[config.mk]
export PLATFORM = sky130hd
export DESIGN_NAME = three_term_recurrence_byte_checksum_unit
export DESIGN_NICKNAME = d
export VERILOG_FILES = /design/src/sv/ttrbc_pkg.sv /design/src/sv/three_term_recurrence_byte_checksum_unit.sv
export SDC_FILE = /design/constraint.sdc
export NUM_CORES = 1
export LEC_CHECK = 0
export ABC_AREA = 1
export BUFFER_PORTS_ARGS = -buffer_cell sky130_fd_sc_hd__buf_2
export CORE_UTILIZATION = 60
export CTS_BUF_LIST = sky130_fd_sc_hd__clkbuf_8 sky130_fd_sc_hd__clkbuf_16
export CTS_CLUSTER_SIZE = 28
export DETAILED_ROUTE_END_ITERATION = 7
export GPL_TIMING_DRIVEN = 0
export PLACE_DENSITY = 0.84
export SETUP_SLACK_MARGIN = 0.02
export SKIP_LAST_GASP = 1
export SLEW_MARGIN = 0
export SYNTH_ARGS = -nofsm -noshare
export SYNTH_HDL_FRONTEND = slang
export SYNTH_SLANG_ARGS = --single-unit
[constraint.sdc]
create_clock -name i_clk -period 25.4 [get_ports i_clk]
set_input_delay 3.81 -clock i_clk [delete_from_list [all_inputs] [get_ports i_clk]]
set_output_delay 3.81 -clock i_clk [all_outputs]
set_load 0.005 [all_outputs]
[src/sv/ttrbc_pkg.sv]
// ttrbc_pkg: widths, constants and the modulo-65535 fold for the
// three-term recurrence byte checksum unit; no dependencies
package ttrbc_pkg;

    localparam int unsigned BYTE_W   = 8;
    localparam int unsigned VALUE_W  = 16;
    localparam int unsigned PROD_W   = 25;

    localparam logic [VALUE_W-1:0] CKSUM_MOD   = 16'hFFFF;
    localparam logic [VALUE_W-1:0] START_OFS   = 16'd7;
    localparam logic [VALUE_W-1:0] PREV_INIT   = 16'd1;
    // 256 * 65535 + 1: makes a negative difference positive and adds the wrap term
    localparam logic [PROD_W:0]    NEG_BIAS    = 26'd16776961;

    // 2^16 = 1 mod 65535, so fold the high bits onto the low half
    function automatic logic [VALUE_W-1:0] fold_mod(input logic [PROD_W-1:0] t);
        logic [VALUE_W:0] s;
        s = {1'b0, t[VALUE_W-1:0]} + {{(2*VALUE_W-PROD_W+1){1'b0}}, t[PROD_W-1:VALUE_W]};
        if (s >= {1'b0, CKSUM_MOD}) begin
            s = s - {1'b0, CKSUM_MOD};
        end
        return s[VALUE_W-1:0];
    endfunction

endpackage

[src/sv/three_term_recurrence_byte_checksum_unit.sv]
// three_term_recurrence_byte_checksum_unit: byte stream in, 16-bit checksum out
// depends on ttrbc_pkg
// a last byte is held in the input register, its checksum then in the output register
// throughput: one byte per cycle save for the wait below; the state update (two 16-bit
//   products, a subtract and a modulo fold) is combinational behind the input register
// a last byte waits in the input register only while the previous checksum is unread
// reset: synchronous, active low; clears valids and returns the recurrence state to start
module three_term_recurrence_byte_checksum_unit (
    input  logic                           i_clk,
    input  logic                           i_rst_n,
    input  logic                           s_axis_tvalid,
    output logic                           s_axis_tready,
    input  logic [ttrbc_pkg::BYTE_W-1:0]   s_axis_tdata,   // [7:0] data_byte
    input  logic                           s_axis_tlast,   // is_last
    output logic                           m_axis_tvalid,
    input  logic                           m_axis_tready,
    output logic [ttrbc_pkg::VALUE_W-1:0]  m_axis_tdata    // [15:0] checksum
);
    import ttrbc_pkg::*;

    logic                 r_in_valid;
    logic [BYTE_W-1:0]    r_in_byte;
    logic                 r_in_last;

    logic [VALUE_W-1:0]   r_prev;
    logic [VALUE_W-1:0]   r_cur;
    logic [BYTE_W-1:0]    r_pos;
    logic                 r_start;

    logic                 r_out_valid;
    logic [VALUE_W-1:0]   r_out_data;

    logic                 proceed;
    logic [BYTE_W-1:0]    alpha;
    logic [BYTE_W-1:0]    beta;
    logic [BYTE_W:0]      coef;
    logic [PROD_W-1:0]    lhs;
    logic [PROD_W-1:0]    rhs;
    logic [PROD_W:0]      diff;
    logic [VALUE_W-1:0]   step_val;
    logic [VALUE_W-1:0]   n_cur;

    assign proceed       = r_in_valid && (!r_in_last || !r_out_valid || m_axis_tready);
    assign s_axis_tready = !r_in_valid || proceed;
    assign m_axis_tvalid = r_out_valid;
    assign m_axis_tdata  = r_out_data;

    always_comb begin
        alpha    = r_pos + (r_pos << 4);
        beta     = (r_pos << 5) - r_pos;
        coef     = {1'b0, r_in_byte} + {1'b0, alpha};
        lhs      = PROD_W'(coef * r_cur);
        rhs      = PROD_W'(beta * r_prev);
        diff     = {1'b0, lhs} - {1'b0, rhs};
        if (lhs < rhs) begin
            diff = diff + NEG_BIAS;
        end
        step_val = fold_mod(diff[PROD_W-1:0]);
        if (r_start) begin
            n_cur = {{(VALUE_W-BYTE_W){1'b0}}, r_in_byte} + START_OFS;
        end else begin
            n_cur = step_val;
        end
    end

    always_ff @(posedge i_clk) begin
        if (!i_rst_n) begin
            r_in_valid  <= 1'b0;
            r_out_valid <= 1'b0;
            r_prev      <= PREV_INIT;
            r_cur       <= '0;
            r_pos       <= '0;
            r_start     <= 1'b1;
        end else begin
            if (s_axis_tvalid && s_axis_tready) begin
                r_in_valid <= 1'b1;
                r_in_byte  <= s_axis_tdata;
                r_in_last  <= s_axis_tlast;
            end else if (proceed) begin
                r_in_valid <= 1'b0;
            end

            if (proceed && r_in_last) begin
                r_out_valid <= 1'b1;
            end else if (m_axis_tvalid && m_axis_tready) begin
                r_out_valid <= 1'b0;
            end

            if (proceed) begin
                if (r_in_last) begin
                    r_out_data  <= n_cur;
                    r_prev      <= PREV_INIT;
                    r_cur       <= '0;
                    r_pos       <= '0;
                    r_start     <= 1'b1;
                end else begin
                    r_prev  <= r_start ? PREV_INIT : r_cur;
                    r_cur   <= n_cur;
                    r_pos   <= r_start ? BYTE_W'(1) : r_pos + BYTE_W'(1);
                    r_start <= 1'b0;
                end
            end
        end
    end

endmodule

==> metrics.txt, run 1 <==
Clock Latency Late Sink 0.35 ns; vias per inst 5.48; syn avg cell area 7.28 um^2; core area 22,900 um^2; top_reg_cell synth dfxtp_1; Hold Buf Count CTS 0; hold path endpoint r_pos[7]$_SDFFE_PN0P_; Yosys top cell area share 0.264; Rows 55; unrepaired setup endpoints after global routing no; Inserted Diodes 0; VDD IR-drop max 0.169 mV; critical path's largest stage delay 0.55 ns; IO buf count 30; GRT Total Usage 0.333; post-synthesis register bit count 68; commonest non-fill, non-tap cell in the layout nand2_1; hold_sp r_pos[7]$_SDFFE_PN0P_; Sinks on Clock Net 68; Switch Pwr 1.08 mW; DRC 0; Die Ht 156 um; number of DRC markers in iteration 0 1,027; Slew headroom 0.149; Worst R2R Setup Slack 13.05 ns; final setup violation count 0; setup TNS 0 ns; Clock Power Share 0.070; CTS buffer count 9; WL final 38,100 um; CTS tree done; FF-to-FF End r_cur[13]$_SDFFE_PN0P_; Pleak 7.96 nW; Reg power frac 0.076; I/O pin cnt 31; Worst setup EP type flop; Syn Inst Count 1,944; Post-CTS Setup Bufs 0; MaxCap Viol Count 0; Clk pin slew, worst setup/hold paths 0.06 ns; Internal Power 0.727 mW; Net count, final 2,325; largest net degree at the start of global routing 17; vias 12,624; CTS root buf clkbuf_16; worst min-delay path category reg2reg; global-route wire length before repair 61,900 um; EDFF count, synth 25; Async S/R FF share, synth 0; CP Buf/Inv Count 9; outcome finished clean; Final Cycle Share 0.486; Comb power frac 0.854; largest cells by area after synthesis fa_1 (26%), ha_1 (12%), nand2_1 (12%), inv_1 (11%), dfxtp_1 (6.1%); CP startpoint kind flop; Final Skew 0.00793 ns; initial antenna violation count 0; die area 24,200 um^2; met1 Use GR 0.418; largest area contributor in the netlist fa_1; CP top delay family simple AND/OR/NAND/NOR gates; met3 usage in global routing 0.0794; Distinct cells, synth 49; Final Hold Vio Count 0; total power 1.81 mW; routed len/inst 16.5 um; crit-path most repeated cell nand2_1; Slew Limit Fails 0; r2r worst-path depth 68; share of post-route cells with drive strength above 1 0.0633; Max clock buf depth 2; CTS H-Tree Depth 3; Initial Util 0.618; grt total ovfl 0; R2R Path Start r_pos[0]$_SDFFE_PN0P_; Pre-antenna DRT Iters 5; Seq/Total Area, Yosys 0.114; vias in the first global route 12,661; area grow syn2layout 5.90%; final worst setup slack 13.05 ns; DRT antenna net count 0; Final GP Congestion 1.00; sw frac 0.598; Period minus WS final 12.35 ns; CP Data Required Time 25.61 ns; post-synth net total 2,284; Placement Setup Slack 13.28 ns; critical path arrival 12.56 ns; Die X-Extent 156 um; gr busiest metal met2; yosys warns 0; Crit Path Category reg2reg; hold path depth 1; slowest CP cell fa_1; measured slew at the worst slew-check pin 1.27 ns; post-CTS sizing 0; maximum clock rate 81.0 MHz; global-route track usage on met2 0.551; mapped cell area 14,200 um^2; CP max FO 10; most frequent cells in the layout nand2_1 (452), inv_1 (417), nor2_1 (194); Power Density 121 nW/um^2; DP Wirelength 32,100 um
## worst max-delay path by stage
stage | startpoint | endpoint | depth (start not counted)
final | r_pos[0]$_SDFFE_PN0P_ | r_cur[13]$_SDFFE_PN0P_ | 68
after global routing | r_pos[0]$_SDFFE_PN0P_ | r_cur[6]$_SDFFE_PN0P_ | 69
after CTS | r_pos[0]$_SDFFE_PN0P_ | r_cur[12]$_SDFFE_PN0P_ | 69
after global placement | r_pos[0]$_SDFFE_PN0P_ | r_cur[12]$_SDFFE_PN0P_ | 69
after floorplan | r_in_byte[2]$_DFFE_PP_ | m_axis_tdata[12]$_DFFE_PP_ | 63
after detailed placement | r_pos[0]$_SDFFE_PN0P_ | r_cur[6]$_SDFFE_PN0P_ | 69
## cells in the mapped netlist (26+ instances only)
cell,n
o21ai_0,26
a21oi_1,90
nand3_1,85
ha_1,140
clkbuf_1,33
nand2_1,452
nor2_1,194
dfxtp_1,43
inv_1,416
fa_1,187
xnor2_1,38
xor2_1,49
## worst register-to-register path, delay by kind of cell (launching register included)
family / cells / cell delay (ns)
xor+xnor: 2 / 0.34
compound gates: 11 / 2.12
simple gates: 38 / 4.46
flops: 1 / 0.44
buf+inv: 9 / 1.55
fa+ha+maj: 8 / 3.33
## per-stage QoR
stage,utilization,instance area [um^2],hold slack [ns],cells
3_5_place_dp,0.641,14700,0.500,2287
4_1_cts,0.654,15000,0.514,2303
5_1_grt,0.654,15000,0.535,2303
2_1_floorplan,-,14200,0.466,1944
3_3_place_gp,0.641,14700,0.506,2287
6_report,0.654,15000,0.513,2303
## per-layer routing
metal,share of wire,vias to the layer above
met3,0.10,113
met4,0.040,0
met1,0.39,5990
met5,0,-
li1,-,6000
met2,0.47,521
## layout make-up
cell class                      instances  area (um^2)
Multi-Input combinational cell       1410        10800
Fill cell                            1982         7920
Sequential cell                        68         1610
Inverter                              425         1600
Tap cell                              313          392
Clock buffer                            9          225
Buffer                                 41          184
Timing Repair Buffer                   30          150
Clock inverter                          7         68.8
## state kept, by name, summed over array words and instances (netlist names)
| signal | count |
|---|---|
| m_axis_tdata | 16 |
| r_in_valid | 1 |
| r_pos | 8 |
| r_start | 1 |
| m_axis_tvalid | 1 |
| r_cur | 16 |
| r_in_last | 1 |
| r_prev | 16 |
| r_in_byte | 8 |
## power groups by stage
stage | Sequential (mW) | Clock, mW | Combinational, mW
2_1_floorplan | 0.133 | 0 | 1.22
3_5_place_dp | 0.140 | 0 | 1.53
4_1_cts | 0.137 | 0.126 | 1.53
3_3_place_gp | 0.139 | 0 | 1.49
5_1_grt | 0.138 | 0.131 | 1.75
6_report | 0.138 | 0.127 | 1.54
## cell families (layout without fill, tap and decap cells)
group	count (synthesis)	count (layout)	share of synthesized area
AO/OA/AOI/OAI	157	157	0.0627
XOR/XNOR	88	88	0.0550
adder cells (fa/ha/maj)	327	327	0.388
buffers and inverters	466	512	0.126
flip-flops	68	68	0.114
AND/OR/NAND/NOR	838	838	0.255
No activity file was read; power rests on OpenSTA's default activity.
==> run 2: changes to the inputs <==
--- a/config.mk
+++ b/config.mk
@@ -5,7 +5,7 @@
 export SDC_FILE = /design/constraint.sdc
 export NUM_CORES = 1
 export LEC_CHECK = 0
-export ABC_AREA = 1
+export ABC_AREA = 0
 export BUFFER_PORTS_ARGS = -buffer_cell sky130_fd_sc_hd__buf_2
 export CORE_UTILIZATION = 60
 export CTS_BUF_LIST = sky130_fd_sc_hd__clkbuf_8 sky130_fd_sc_hd__clkbuf_16
==> constraint.sdc (replaced) <==
create_clock -name i_clk -period 12.4 [get_ports i_clk]
set_input_delay 1.86 -clock i_clk [delete_from_list [all_inputs] [get_ports i_clk]]
set_output_delay 1.86 -clock i_clk [all_outputs]
set_load 0.005 [all_outputs]
==> metrics.txt, run 2 <==
Max clock buf depth 2; core area 23,500 um^2; Hold Buf Count CTS 0; final instance area 15,900 um^2; MaxCap Viol Count 0; number of DRC markers in iteration 0 1,206; Final Skew 0.00964 ns; initial antenna violation count 0; IO buf count 30; final setup violation count 0; DRC 0; I/O pin cnt 31; die area 24,700 um^2; Inserted Diodes 0; CP Data Required Time 12.47 ns; area grow syn2layout 10.0%; most numerous cell in the Yosys netlist inv_1; Final GP Congestion 0.954; mapped cell area 14,400 um^2; CP startpoint kind flop; critical path arrival 12.16 ns; Syn Inst Count 1,741; CTS buffer count 9; post-synth net total 2,081; most frequent cells in the layout inv_1 (254), nand2_1 (242), fa_1 (186); unrepaired setup endpoints after global routing no; slowest CP cell fa_1; commonest non-fill, non-tap cell in the layout inv_1; Worst setup EP type flop; vias in the first global route 12,518; EDFF count, synth 25; Async S/R FF share, synth 0; setup TNS 0 ns; top_reg_cell synth dfxtp_1; Slew Limit Fails 0; measured slew at the worst slew-check pin 0.920 ns; largest net degree at the start of global routing 18; CP max FO 10; worst min-delay path category reg2reg; CTS tree done; Clock Latency Late Sink 0.34 ns; filler instances 1,876; vias per inst 5.99; Die Ht 157 um; Post-DP Area 15,000 um^2; yosys warns 0; Period minus WS final 12.08 ns; Yosys top cell area share 0.260; Initial Util 0.612; DRT antenna net count 0; most frequent cells after synthesis inv_1 (253), nand2_1 (242), fa_1 (187), and2_1 (142), ha_1 (140); Net count, final 2,141; largest area contributor in the netlist fa_1; Final Hold Vio Count 0; WL final 39,800 um; Rows 56; Die X-Extent 157 um; syn avg cell area 8.28 um^2; CTS H-Tree Depth 3; share of post-route cells with drive strength above 1 0.0997; grt total ovfl 0; Distinct cells, synth 87; global-route wire length before repair 63,300 um; DP Wirelength 31,100 um; Sinks on Clock Net 68; outcome finished clean; Crit Path Category reg2reg; vias 12,728; Slew headroom 0.382; Register Area 1620 um^2; Final Cycle Share 0.974; GRT Total Usage 0.331; Pre-antenna DRT Iters 7; CTS root buf clkbuf_16; post-synthesis register bit count 68; largest cells by area after synthesis fa_1 (26%), ha_1 (12%), inv_1 (6.6%), nand2_1 (6.3%), and2_1 (6.2%); routed len/inst 18.7 um; Clk pin slew, worst setup/hold paths 0.05 ns; maximum clock rate 82.8 MHz; Seq/Total Area, Yosys 0.112; Multi-input gate area 12,000 um^2; critical path's largest stage delay 0.55 ns
## run 2: area by class of cell
type	count	share of cell area
plain buffers	69	0.0195
clock inverters	7	0.00284
well taps	319	0.0252
inverters	254	0.0601
clock buffers	9	0.0142
repair buffers	52	0.0199
flip-flops and latches	68	0.102
multi-input cells	1347	0.756
## run 2: what timing repair did
action / 4_1_cts / 5_1_grt
resized for setup: 39 / 75
buffers inserted: 8 / 14
endpoints found under the setup margin: 32 / 32
pin swaps: 6 / 19
## run 2: worst max-delay path, delay by kind of cell (launching register included)
kind / cells / cell delay, ns
AO/OA/AOI/OAI: 21 / 4.28
buffers and inverters: 6 / 0.88
multiplexers: 1 / 0.27
adder cells (fa/ha/maj): 9 / 3.74
flip-flops: 1 / 0.44
AND/OR/NAND/NOR: 9 / 1.69
XOR/XNOR: 2 / 0.48
## run 2: worst paths after layout
| kind | start | to | slack (ns) | depth (start not counted) |
|---|---|---|---|---|
| worst min-delay path | r_cur[13]$_SDFFE_PN0P_ | r_cur[13]$_SDFFE_PN0P_ | 0.48 | 1 |
| worst max register to register | r_in_byte[0]$_DFFE_PP_ | m_axis_tdata[6]$_DFFE_PP_ | 0.32 | 48 |
| worst max-delay path | r_in_byte[0]$_DFFE_PP_ | m_axis_tdata[6]$_DFFE_PP_ | 0.32 | 48 |
| worst min register to register | r_cur[13]$_SDFFE_PN0P_ | r_cur[13]$_SDFFE_PN0P_ | 0.48 | 1 |
## run 2: per-stage QoR
stage	instances	util	worst slack [ns]	hold WS, ns
floorplan	1741	-	1.21	0.431
global placement	2090	0.636	-1.29	0.448
detailed placement	2090	0.636	-1.46	0.456
CTS	2113	0.657	0.0209	0.476
global route	2125	0.674	0.00554	0.496
finish	2125	0.674	0.317	0.482
## run 2: logic make-up (layout without fill, tap and decap cells)
| group | after synthesis | count (layout) | synth area share |
|---|---|---|---|
| AO/OA/AOI/OAI | 287 | 287 | 0.133 |
| XOR/XNOR | 114 | 114 | 0.0698 |
| adder cells (fa/ha/maj) | 327 | 327 | 0.381 |
| buffers and inverters | 326 | 391 | 0.0857 |
| flip-flops | 68 | 68 | 0.112 |
| multiplexers | 6 | 6 | 0.00417 |
| AND/OR/NAND/NOR | 613 | 613 | 0.214 |
## run 2: routing by layer
layer / global-route usage / vias up / routed length, um / share of wire
met5: 0 / - / 0 / 0
met4: 0.144 / 0 / 1820 / 0.046
met3: 0.0399 / 113 / 3150 / 0.079
met2: 0.550 / 636 / 18900 / 0.47
met1: 0.437 / 6188 / 16000 / 0.40
li1: - / 5791 / - / -
Power of run 2 is not shown: default switching activity piles up to over one toggle a cycle in this logic, so the estimate is an artifact.
==> run 3: changes to the inputs <==
==> constraint.sdc (replaced) <==
create_clock -name i_clk -period 12.6 [get_ports i_clk]
set_input_delay 1.89 -clock i_clk [delete_from_list [all_inputs] [get_ports i_clk]]
set_output_delay 1.89 -clock i_clk [all_outputs]
set_load 0.005 [all_outputs]
==> metrics.txt, run 3 (same netlist as run 2, synthesis figures left out) <==
global-route wire length before repair 62,900 um; CTS H-Tree Depth 3; DP Wirelength 31,100 um; gr busiest metal met2; core area 23,500 um^2; WL final 39,200 um; vias per inst 5.98; FF-to-FF End r_cur[4]$_SDFFE_PN0P_; Clk pin slew, worst setup/hold paths 0.06 ns; Die Ht 157 um; DRT antenna net count 0; r2r worst-path depth 49; die area 24,700 um^2; initial antenna violation count 0; Sinks on Clock Net 68; Die X-Extent 157 um; Pre-antenna DRT Iters 5; routed len/inst 18.5 um; vias 12,678; IO buf count 30; Rows 56; number of DRC markers in iteration 0 1,063; hold_sp r_cur[13]$_SDFFE_PN0P_; Slew headroom 0.374; Inserted Diodes 0; MaxCap Viol Count 0; Final Cycle Share 0.980; commonest non-fill, non-tap cell in the layout inv_1; critical path's largest stage delay 0.49 ns; Slew Limit Fails 0; most frequent cells in the layout inv_1 (254), nand2_1 (242), fa_1 (186); vias in the first global route 12,412; measured slew at the worst slew-check pin 0.932 ns; critical path arrival 12.58 ns; CP startpoint kind flop; Net count, final 2,136; R2R Path Start r_in_byte[0]$_DFFE_PP_; setup TNS 0 ns; slowest CP cell fa_1; CP startpoint r_in_byte[0]$_DFFE_PP_; CP Data Required Time 12.83 ns; final setup violation count 0; largest net degree at the start of global routing 18; met1 Use GR 0.432; area grow syn2layout 8.94%; Initial Util 0.612; worst min-delay path category reg2reg; CTS root buf clkbuf_16; Final Hold Vio Count 0; Max clock buf depth 2; maximum clock rate 81.0 MHz; Final Skew 0.00865 ns; global-route track usage on met2 0.546; DRC 0; Clock Latency Late Sink 0.35 ns; met3 usage in global routing 0.0443; I/O pin cnt 31; CP max FO 10; Hold Buf Count CTS 0; share of post-route cells with drive strength above 1 0.0894; Final GP Congestion 0.954; Crit Path Category reg2reg; GRT Total Usage 0.330; CTS buffer count 9; Worst setup EP type flop; Period minus WS final 12.35 ns; outcome finished clean; Worst R2R Setup Slack 0.25 ns; grt total ovfl 0; Critical Path End r_cur[4]$_SDFFE_PN0P_; CTS tree done
[run 3: timing repair]
| item | CTS | global route |
|---|---|---|
| pin swaps | 4 | 15 |
| setup endpoints to repair | 32 | 32 |
| setup buffers | 5 | 11 |
| gates resized for setup | 29 | 60 |
[run 3: how the worst min path moves through the flow]
stage                        endpoint  slack [ns]  depth (start not counted)
3_3_place_gp    r_cur[1]$_SDFFE_PN0P_        0.45                          2
5_1_grt         r_cur[1]$_SDFFE_PN0P_        0.50                          2
4_1_cts        r_cur[15]$_SDFFE_PN0P_        0.48                          1
6_report       r_cur[13]$_SDFFE_PN0P_        0.48                          1
2_1_floorplan  r_prev[2]$_SDFFE_PN0P_        0.43                          2
3_5_place_dp   r_cur[15]$_SDFFE_PN0P_        0.46                          1
[run 3: final cells by class]
cell class	instances	area (um^2)
plain buffers	70	298
clock buffers	9	225
clock inverters	7	45.0
fillers	1907	7840
inverters	254	953
multi-input cells	1347	11900
flip-flops and latches	68	1620
well taps	319	399
repair buffers	46	270
[run 3: metrics by stage]
stage	hold slack, ns	utilization	std cells	area, um^2	setup WS (ns)
finish	0.479	0.667	2120	15700	0.253
global route	0.496	0.667	2120	15700	-0.119
CTS	0.476	0.655	2110	15400	0.0326
detailed placement	0.456	0.636	2090	15000	-1.26
global placement	0.448	0.636	2090	15000	-1.09
floorplan	0.431	-	1741	14400	1.41
[run 3: routing by layer]
| layer | vias up | share of wire |
|---|---|---|
| li1 | 5787 | - |
| met1 | 6216 | 0.41 |
| met2 | 563 | 0.47 |
| met3 | 112 | 0.069 |
| met4 | 0 | 0.045 |
| met5 | - | 0 |
[run 3: worst max-delay path, delay by kind of cell (launching register included)]
family | cells | cell delay (ns)
compound gates | 22 | 4.61
xor+xnor | 2 | 0.55
fa+ha+maj | 9 | 3.44
buf+inv | 6 | 0.88
flops | 1 | 0.42
simple gates | 10 | 2.30
Power of run 3 is left out for the same reason.
